$ cat src/rtl/skt_pkg.sv
// ----------------------------------------------------------------------------
// skt_pkg
// Shared types and constants for the sorted key table: item layouts, the
// entry held by each cell, cell control and controller states.
// ----------------------------------------------------------------------------
package skt_pkg;

	localparam int KEY_BITS    = 32;
	localparam int HANDLE_BITS = 32;
	localparam int CMD_BITS    = 2;
	localparam int STATUS_BITS = 2;
	localparam int COUNT_BITS  = 5;

	typedef logic signed [KEY_BITS-1:0] skt_key_t;
	typedef logic [HANDLE_BITS-1:0]     skt_handle_t;

	typedef enum logic [CMD_BITS-1:0] {
		CMD_INSERT = 2'd0,
		CMD_FIND   = 2'd1,
		CMD_REMOVE = 2'd2
	} skt_cmd_t;

	typedef enum logic [STATUS_BITS-1:0] {
		STATUS_DONE    = 2'd0,
		STATUS_DUP     = 2'd1,
		STATUS_MISSING = 2'd2,
		STATUS_FULL    = 2'd3
	} skt_status_t;

	typedef struct packed {
		logic [CMD_BITS-1:0] command;
		skt_key_t            search_key;
		skt_handle_t         entry_handle;
	} skt_req_t;

	typedef struct packed {
		logic [STATUS_BITS-1:0] status;
		skt_handle_t            handle_out;
		logic [COUNT_BITS-1:0]  entry_count;
	} skt_rsp_t;

	// Contents of one cell as seen by its neighbors.
	typedef struct packed {
		logic        valid;
		skt_key_t    key;
		skt_handle_t handle;
	} skt_entry_t;

	// Control broadcast from the controller to every cell.
	typedef struct packed {
		logic capture;
		logic insert;
		logic remove;
	} skt_cell_ctl_t;

	typedef enum logic [1:0] {
		ST_IDLE    = 2'd0,
		ST_COMPARE = 2'd1,
		ST_APPLY   = 2'd2
	} skt_state_t;

endpackage

$ cat src/rtl/skt_cell.sv
// ----------------------------------------------------------------------------
// skt_cell
// One slot of the ordered chain. Compares its entry against the broadcast
// key, then keeps its entry, loads the new one or takes a neighbor's.
// ----------------------------------------------------------------------------
module skt_cell
	import skt_pkg::*;
(
	input  logic          clk,
	input  logic          arst_n,
	input  skt_cell_ctl_t ctl,
	input  skt_key_t      key_s1,
	input  skt_handle_t   handle_s1,
	input  skt_entry_t    left_ent,
	input  logic          left_lt,
	input  skt_entry_t    right_ent,
	output skt_entry_t    ent,
	output logic          lt,
	output logic          eq,
	output skt_handle_t   hit_handle
);

	logic        valid_q;
	skt_key_t    key_q;
	skt_handle_t handle_q;
	logic        lt_q;
	logic        eq_q;

	always_ff @(posedge clk or negedge arst_n) begin
		if (!arst_n) begin
			valid_q <= 1'b0;
			lt_q    <= 1'b0;
			eq_q    <= 1'b0;
		end else begin
			if (ctl.capture) begin
				lt_q <= valid_q && (key_q < key_s1);
				eq_q <= valid_q && (key_q == key_s1);
			end
			if (ctl.insert && !lt_q) begin
				// first cell not below the key takes the new entry
				valid_q <= left_lt ? 1'b1 : left_ent.valid;
			end else if (ctl.remove && !lt_q) begin
				valid_q <= right_ent.valid;
			end
		end
	end

	always_ff @(posedge clk) begin
		if (ctl.insert && !lt_q) begin
			if (left_lt) begin
				key_q    <= key_s1;
				handle_q <= handle_s1;
			end else begin
				key_q    <= left_ent.key;
				handle_q <= left_ent.handle;
			end
		end else if (ctl.remove && !lt_q) begin
			key_q    <= right_ent.key;
			handle_q <= right_ent.handle;
		end
	end

	assign ent.valid  = valid_q;
	assign ent.key    = key_q;
	assign ent.handle = handle_q;
	assign lt         = lt_q;
	assign eq         = eq_q;
	assign hit_handle = eq_q ? handle_q : '0;

endmodule

$ cat src/rtl/sorted_key_table.sv
// ----------------------------------------------------------------------------
// sorted_key_table
// Ordered table of signed keys with payload handles, held in a cell chain.
// ----------------------------------------------------------------------------
// Each item passes a compare state and then an apply state: in the compare
// state every cell compares its stored key with the item's key at once, in
// the apply state the chain shifts one place (right for an insert, left for
// a remove) and the result is registered. With the result side taking
// results as they come, a new item is accepted as the previous one applies;
// a held result only delays the next apply. Up to CAPACITY entries are kept
// in ascending signed key order; no clearing pass is needed after reset.
// ----------------------------------------------------------------------------
module sorted_key_table
	import skt_pkg::*;
#(
	parameter int CAPACITY = 16
) (
	input  logic     clk,
	input  logic     arst_n,
	input  logic     req_valid,
	output logic     req_stall,
	input  skt_req_t req,
	output logic     rsp_valid,
	input  logic     rsp_stall,
	output skt_rsp_t rsp
);

	localparam int CW = $clog2(CAPACITY + 1);

	skt_state_t    state_q, state_d;
	skt_cell_ctl_t ctl;
	logic          accept;
	logic          out_free;
	logic          commit;

	logic [CMD_BITS-1:0] cmd_s1;
	skt_key_t            key_s1;
	skt_handle_t         handle_s1;

	logic [CW-1:0] fill_count_q;
	logic [CW-1:0] fill_count_d;
	logic          rsp_valid_q;
	skt_rsp_t      rsp_q;

	skt_entry_t  ent        [CAPACITY];
	skt_entry_t  left_ent   [CAPACITY];
	skt_entry_t  right_ent  [CAPACITY];
	logic        left_lt    [CAPACITY];
	logic        lt         [CAPACITY];
	logic        eq         [CAPACITY];
	skt_handle_t hit_handle [CAPACITY];

	logic        hit;
	skt_handle_t found_handle;
	logic        full;
	logic        insert_do;
	logic        remove_do;
	skt_rsp_t    result;
	logic [CW+COUNT_BITS-1:0] count_ext;

	assign out_free = !rsp_valid_q || !rsp_stall;
	assign accept   = req_valid && !req_stall;
	assign commit   = (state_q == ST_APPLY) && out_free;

	always_ff @(posedge clk or negedge arst_n) begin
		if (!arst_n) begin
			state_q <= ST_IDLE;
		end else begin
			state_q <= state_d;
		end
	end

	always_comb begin
		state_d   = state_q;
		req_stall = 1'b1;
		case (state_q)
			ST_IDLE: begin
				req_stall = 1'b0;
				if (req_valid) begin
					state_d = ST_COMPARE;
				end
			end
			ST_COMPARE: begin
				state_d = ST_APPLY;
			end
			ST_APPLY: begin
				if (out_free) begin
					// next item may enter while this one retires
					req_stall = 1'b0;
					state_d   = req_valid ? ST_COMPARE : ST_IDLE;
				end
			end
			default: begin
				state_d = ST_IDLE;
			end
		endcase
	end

	always_ff @(posedge clk) begin
		if (accept) begin
			cmd_s1    <= req.command;
			key_s1    <= req.search_key;
			handle_s1 <= req.entry_handle;
		end
	end

	// At most one cell matches, so an OR picks its handle.
	always_comb begin
		hit          = 1'b0;
		found_handle = '0;
		for (int i = 0; i < CAPACITY; i++) begin
			hit          = hit | eq[i];
			found_handle = found_handle | hit_handle[i];
		end
	end

	assign full      = (fill_count_q == CW'(CAPACITY));
	assign insert_do = (cmd_s1 == CMD_INSERT) && !hit && !full;
	assign remove_do = (cmd_s1 == CMD_REMOVE) && hit;

	always_comb begin
		fill_count_d = fill_count_q;
		if (insert_do) begin
			fill_count_d = fill_count_q + CW'(1);
		end else if (remove_do) begin
			fill_count_d = fill_count_q - CW'(1);
		end
	end

	assign count_ext = {{COUNT_BITS{1'b0}}, fill_count_d};

	always_comb begin
		result.status      = STATUS_MISSING;
		result.handle_out  = '0;
		result.entry_count = count_ext[COUNT_BITS-1:0];
		case (cmd_s1)
			CMD_INSERT: begin
				if (hit) begin
					result.status = STATUS_DUP;
				end else if (full) begin
					result.status = STATUS_FULL;
				end else begin
					result.status = STATUS_DONE;
				end
			end
			CMD_FIND, CMD_REMOVE: begin
				if (hit) begin
					result.status     = STATUS_DONE;
					result.handle_out = found_handle;
				end
			end
			default: begin
				result.status = STATUS_MISSING;
			end
		endcase
	end

	assign ctl.capture = (state_q == ST_COMPARE);
	assign ctl.insert  = commit && insert_do;
	assign ctl.remove  = commit && remove_do;

	always_ff @(posedge clk or negedge arst_n) begin
		if (!arst_n) begin
			fill_count_q <= '0;
			rsp_valid_q  <= 1'b0;
		end else begin
			if (commit) begin
				fill_count_q <= fill_count_d;
			end
			rsp_valid_q <= commit || (rsp_valid_q && rsp_stall);
		end
	end

	always_ff @(posedge clk) begin
		if (commit) begin
			rsp_q <= result;
		end
	end

	assign rsp_valid = rsp_valid_q;
	assign rsp       = rsp_q;

	for (genvar i = 0; i < CAPACITY; i++) begin : g_cell
		if (i == 0) begin : g_head
			assign left_ent[i] = '0;
			assign left_lt[i]  = 1'b1;
		end else begin : g_link
			assign left_ent[i] = ent[i-1];
			assign left_lt[i]  = lt[i-1];
		end
		if (i == CAPACITY - 1) begin : g_tail
			assign right_ent[i] = '0;
		end else begin : g_next
			assign right_ent[i] = ent[i+1];
		end

		skt_cell u_cell (
			.clk        (clk),
			.arst_n     (arst_n),
			.ctl        (ctl),
			.key_s1     (key_s1),
			.handle_s1  (handle_s1),
			.left_ent   (left_ent[i]),
			.left_lt    (left_lt[i]),
			.right_ent  (right_ent[i]),
			.ent        (ent[i]),
			.lt         (lt[i]),
			.eq         (eq[i]),
			.hit_handle (hit_handle[i])
		);
	end

endmodule
$ cat config.mk
export PLATFORM = sky130hd
export DESIGN_NAME = sorted_key_table
export DESIGN_NICKNAME = d
export VERILOG_FILES = /design/src/rtl/skt_pkg.sv /design/src/rtl/skt_cell.sv /design/src/rtl/sorted_key_table.sv
export SDC_FILE = /design/constraint.sdc
export NUM_CORES = 2
export LEC_CHECK = 0
export BUFFER_PORTS_ARGS = -buffer_cell sky130_fd_sc_hd__buf_4
export CORE_MARGIN = 2
export CORE_UTILIZATION = 39
export CTS_CLUSTER_DIAMETER = 40
export DETAILED_ROUTE_END_ITERATION = 6
export HOLD_SLACK_MARGIN = 0.02
export PLACE_DENSITY_LB_ADDON = 0.3
export SLEW_MARGIN = 20
export SYNTH_ARGS = -nofsm -noshare
export SYNTH_HDL_FRONTEND = slang
export SYNTH_HIERARCHICAL = 1
export SYNTH_SLANG_ARGS = --single-unit
$ cat constraint.sdc
create_clock -name clk -period 8.9 [get_ports clk]
set_input_delay 0.89 -clock clk [delete_from_list [all_inputs] [get_ports clk]]
set_output_delay 0.89 -clock clk [all_outputs]
set_load 0.02 [all_outputs]
-- Yosys cells after proc, flatten, opt, wreduce, memory -nomap -nowiden
Cells that the tools add are included.
- flip-flop bits (word level): 1185
- input port bits: 70
- output and inout bits: 41
- word-level logic and storage cells: 444
- add/sub/neg operators: 2
- $lt $le $gt $ge: 16
- equality and inequality tests: 23
- muxes and demuxes: 168
- bitwise gates (word level): 30
- reduce and logical (&&, ||, !) cells: 116
- operators with widths (cell ; number):
    $mux 32 ; 109
    $eq 32x32->1 ; 16
    $lt 32x32->1 ; 16
    $or 32x32->32 ; 15
    $logic_and 1x1->1 ; 72
    $mux 1 ; 49
    $mux 34 ; 1
    $reduce_bool 2->1 ; 16
    $logic_not 1->1 ; 21
    $or 1x1->1 ; 15
    $mux 5 ; 2
    $mux 2 ; 4
    $pmux 2 s3 ; 1
    $add 5x1->5 const B ; 1
    $eq 5x5->1 const B ; 1
    $sub 5x1->5 const B ; 1
    $eq 2x1->1 const B ; 2
    $eq 2x2->1 const B ; 2
    $logic_not 2->1 ; 2
    $ne 2x2->1 const B ; 2
    $pmux 2 s2 ; 1
    $reduce_and 2->1 ; 2
    $logic_or 1x1->1 ; 2
    $pmux 1 s2 ; 1
    $reduce_or 2->1 ; 1

-- Longest topological paths before layout
- depth in word-level cells: 21
- mapped depth: 11
- gate-level depth less buffers: 9

-- Cells and area by module
Netlist, hierarchy kept.
- by module, submodules not included (module ; instances ; cells each ; area an instance (um2) ; seq. area each (um2)):
    skt_cell ; 16 ; 446 ; 4399.2 ; 1996.9
    sorted_key_table ; 1 ; 382 ; 5119.9 ; 3353.2

-- Worst setup path after synthesis
OpenSTA, ideal clock, no wires.
- path type: register -> register
- from: register g_cell[12].u_cell.eq_q
- to: register g_cell[0].u_cell.valid_q
- library setup time: 0.082 ns
- arrival: 6.480 ns
- required time: 8.818 ns
- slack: 2.338 ns
- cell stages (with the launch flop): 9
- buffers on the path: 1
- period minus slack after synthesis: 6.562 ns
- cell sequence: dfrtp_1 -> nor4_2 -> nand4_4 -> buf_6 -> nor3_1 -> nor2_1 -> nor2_1 -> o311ai_0 -> nand2_1
- RTL lines (item ; RTL line ; source):
    start, declared ; skt_cell.sv:27 ; logic eq_q;
    start signal, assigned ; skt_cell.sv:37 ; eq_q <= valid_q && (key_q == key_s1);
    end signal, assigned ; skt_cell.sv:41 ; valid_q <= left_lt ? 1'b1 : left_ent.valid;
    end signal, assigned ; skt_cell.sv:43 ; valid_q <= right_ent.valid;
    end, declared ; skt_cell.sv:23 ; logic valid_q;

==> flow_metrics.tcl <==
set metrics [dict create \
    status "completed" \
    floorplan.die_area_sq_um 197000 \
    final_period_minus_worst_setup_slack_ps 5500 \
    grt_antenna_before_repair 11 \
    end_kind "flop" \
    max_clock_freq_mhz 182 \
    grt_setup_unrepaired "no" \
    critical_path.most_common_cell "sky130_fd_sc_hd__buf_4" \
    tritoncts_clock_tree "built" \
    crit_slowest_cell "sky130_fd_sc_hd__dfrtp_1" \
    irDropWorstVdd_uv 168 \
    num_io_pins 111 \
    worstPathRequired_ps 9370 \
    critical_path.cell_chain "nor4_2 > nand4_4 > nor3_2 > buf_4 > nor2_1 > nor2_4 > buf_4" \
    clock_latency_ps 840 \
    post-synth-top-area-fraction_pct 44.9 \
    cts_num_sinks 1185 \
    maximum_number_of_pins_on_one_net_before_global_route_repair 131 \
    setup_viol 0 \
    total_switching_power_mw 4.63 \
    cts_resized 0 \
    clkSlewWorstSetupHoldPaths_ps 50 \
    route.detailed.drc 0 \
    grt_overflow 0 \
    cts_htree_levels 4 \
    setup.worst_path.start "g_cell[2].u_cell/eq" \
    clock_tree.buffer_depth 3 \
    syn-cell-area_sq_um 75500 \
    count_of_vias_placed_by_the_detailed_router 57333 \
    total_power_mw 17.5 \
    swShare_pct 26.4 \
    slew_headroom_pct 8.40 \
    floorplan.initialDensity_pct 39.2 \
    finalMaxSlewViolations 0 \
    synth-main-ff-cell "sky130_fd_sc_hd__edfxtp_1" \
    clock-skew-final_ps 38.5 \
    routedWlPerCell_microns 21.2 \
    timing.critical_path.max_delay_family "simple AND/OR/NAND/NOR gates" \
    p_seq_share_pct 38.6 \
    synth.avg_cell_area_sq_um 10.0 \
    firstDrtPassIters 6 \
    netlist-cell-type-count 51 \
    drive_gt1_share_pct 9.32 \
    buffer_ports.inserted 110 \
    synthCells 7518 \
    dpl.hpwl_microns 162000 \
    setup-tns-final_ps 0 \
    worstMarginPinSlew_ps 1360 \
    worst-setup-path-type "flop to flop" \
    critPathLaunchType "flop" \
    clock_tree.root_cell "sky130_fd_sc_hd__clkbuf_16" \
    synth_edf_count 1129 \
    die_y_microns 444 \
    grt_first_pass_wirelength_microns 337000 \
    fp.coreArea_sq_um 192000 \
    worst-path-max-fanout 34 \
    ant_nets 0 \
    cp_data_arrival_time_ps 5980 \
    power.internal_mw 12.9 \
    timing.final.crit_share_pct 61.8 \
    finalHoldViolations 0 \
    die-width_microns 444 \
    clockPowerShare_pct 51.0 \
    slowest_delay_ps 790 \
    drt_first_iter_violations 5748 \
    cap_viol_max_count 0 \
    mostFrequentLayoutCells "1,206 x sky130_fd_sc_hd__nand2_1, 1,129 x sky130_fd_sc_hd__edfxtp_1, 1,105 x sky130_fd_sc_hd__o21ai_0" \
    place.gp.congestion 0.894 \
    fp-row-count 161 \
    viasPerCell 5.50 \
    postSynth.asyncResetShare_pct 4.73 \
    grt.total_usage_pct 21.8 \
    crit-reg2reg-launch "g_cell[2].u_cell/eq" \
    number_of_warnings_issued_by_yosys 6 \
    static-leakage-power_nw 34.8 \
    power.share.combinational_pct 10.4 \
    number_of_synthesized_register_bits 1185 \
    post_synth_main_area_contributors "sky130_fd_sc_hd__edfxtp_1 45%, sky130_fd_sc_hd__mux2i_1 14%, sky130_fd_sc_hd__ha_1 8.6%" \
    wirelength_microns 221000 \
    synth_area_leader_cell "sky130_fd_sc_hd__edfxtp_1" \
    area_delta_synth_final_pct 16.0 \
    hold_start "req[0]" \
    layout.nets 8280 \
    first_global_vias 54602 \
    worst-path-buf-inv 2 \
    power.density_cell_area_nw_per_um2 200 \
    cts_made_buffers 228 \
    ys_seq_area_share_pct 46.8 \
    layout_commonest_cell "sky130_fd_sc_hd__nand2_1" \
    holdCritPathClass "input pin to flop" \
]
==> layer usage <==
metal	GRT usage [%]	wire length, microns
met1	34.2	109000
met2	30.2	88500
met3	4.18	19300
met4	5.59	4410
met5	0	0
==> state kept, by name (all words and copies together), names as in the netlist, 5 cells and up <==
name	flops
g_cell.u_cell/handle_q	512
g_cell.u_cell/key_q	512
rsp	39
handle_s1	32
key_s1	32
g_cell.u_cell/eq	16
g_cell.u_cell/lt	16
g_cell.u_cell/valid_q	16
fill_count_q	5
==> worst reg2reg max path: cells and delay by family (launching register included) <==
family	cells	cell delay [ps]
buffers and inverters	2	1250
flip-flops	1	790
AND/OR/NAND/NOR	5	3100
==> final timing paths <==
kind                       slack (ps)                      endpoint  cells after the start
min reg2reg                       520               fill_count_q[4]                      1
max                              3400  g_cell[0].u_cell/handle_q[0]                      7
min in group asynchronous         510          g_cell[12].u_cell/lt                      2
max in group asynchronous        7170           g_cell[1].u_cell/lt                      3
max reg2reg                      3400  g_cell[0].u_cell/handle_q[0]                      7
min                               220                  handle_s1[0]                      1
==> stage by stage <==
step	cell area (sq um)	instances	hold slack [ps]	util (%)	worst slack (ps)
floorplan	76000	7648	478	-	2340
global route	87600	10426	181	45.5	3030
global placement	79300	9981	507	41.2	3570
detailed placement	79300	9981	520	41.2	3520
finish	87600	10430	223	45.5	3400
CTS	87400	10419	153	45.4	3510
==> cells in the mapped netlist, drive strengths merged, types with 5 or more instances <==
library cell / count
nand2: 1208
edfxtp: 1129
o21ai: 1106
mux2i: 1027
inv: 567
ha: 517
and2: 512
clkbuf: 256
a21oi: 213
buf: 149
nor4: 148
nor2: 101
nand4: 99
nand3: 80
dfrtp: 56
nand2b: 51
and4: 48
nor3: 35
nor2b: 34
o22ai: 17
or4: 17
a2111oi: 16
a211oi: 16
a21boi: 16
a221oi: 16
a41oi: 16
o211ai: 16
o311a: 16
o311ai: 16
xnor2: 5
==> final cells by class <==
| class | count | area [sq um] |
|---|---|---|
| fill | 17757 | 105000 |
| clock inverter | 175 | 2110 |
| multi-input combinational | 5491 | 37100 |
| tap | 2526 | 3160 |
| inverter | 567 | 2130 |
| sequential | 1185 | 35400 |
| timing repair buffer | 220 | 1780 |
| antenna | 4 | 10.0 |
| clock buffer | 262 | 5910 |
==> kinds of logic (layout without fill, tap and decap cells) <==
family	after synthesis	in the layout	synth area share (%)
AND/OR/NAND/NOR	2336	2336	15.3
AO/OA/AOI/OAI	1470	1470	10.5
flip-flops	1185	1185	46.8
multiplexers	1028	1028	13.6
buffers and inverters	972	1224	5.14
adder cells (fa/ha/maj)	517	517	8.57
XOR/XNOR	8	8	0.0928
other	2	136	0.00995
==> power groups by stage <==
| stage | combinational (mW) | clock (mW) | sequential (mW) |
|---|---|---|---|
| after detailed placement | 1.80 | 0 | 6.86 |
| after global routing | 2.04 | 9.33 | 6.78 |
| after floorplan | 1.41 | 0 | 6.67 |
| final | 1.83 | 8.94 | 6.76 |
| after global placement | 1.73 | 0 | 6.85 |
| after CTS | 1.81 | 9.08 | 6.75 |
==> repair_timing <==
action,in CTS,in global routing
hold endpoints to repair,12,0
hold buffers,1,0
setup buffers,0,0
Power figures use the tool's default switching activity.
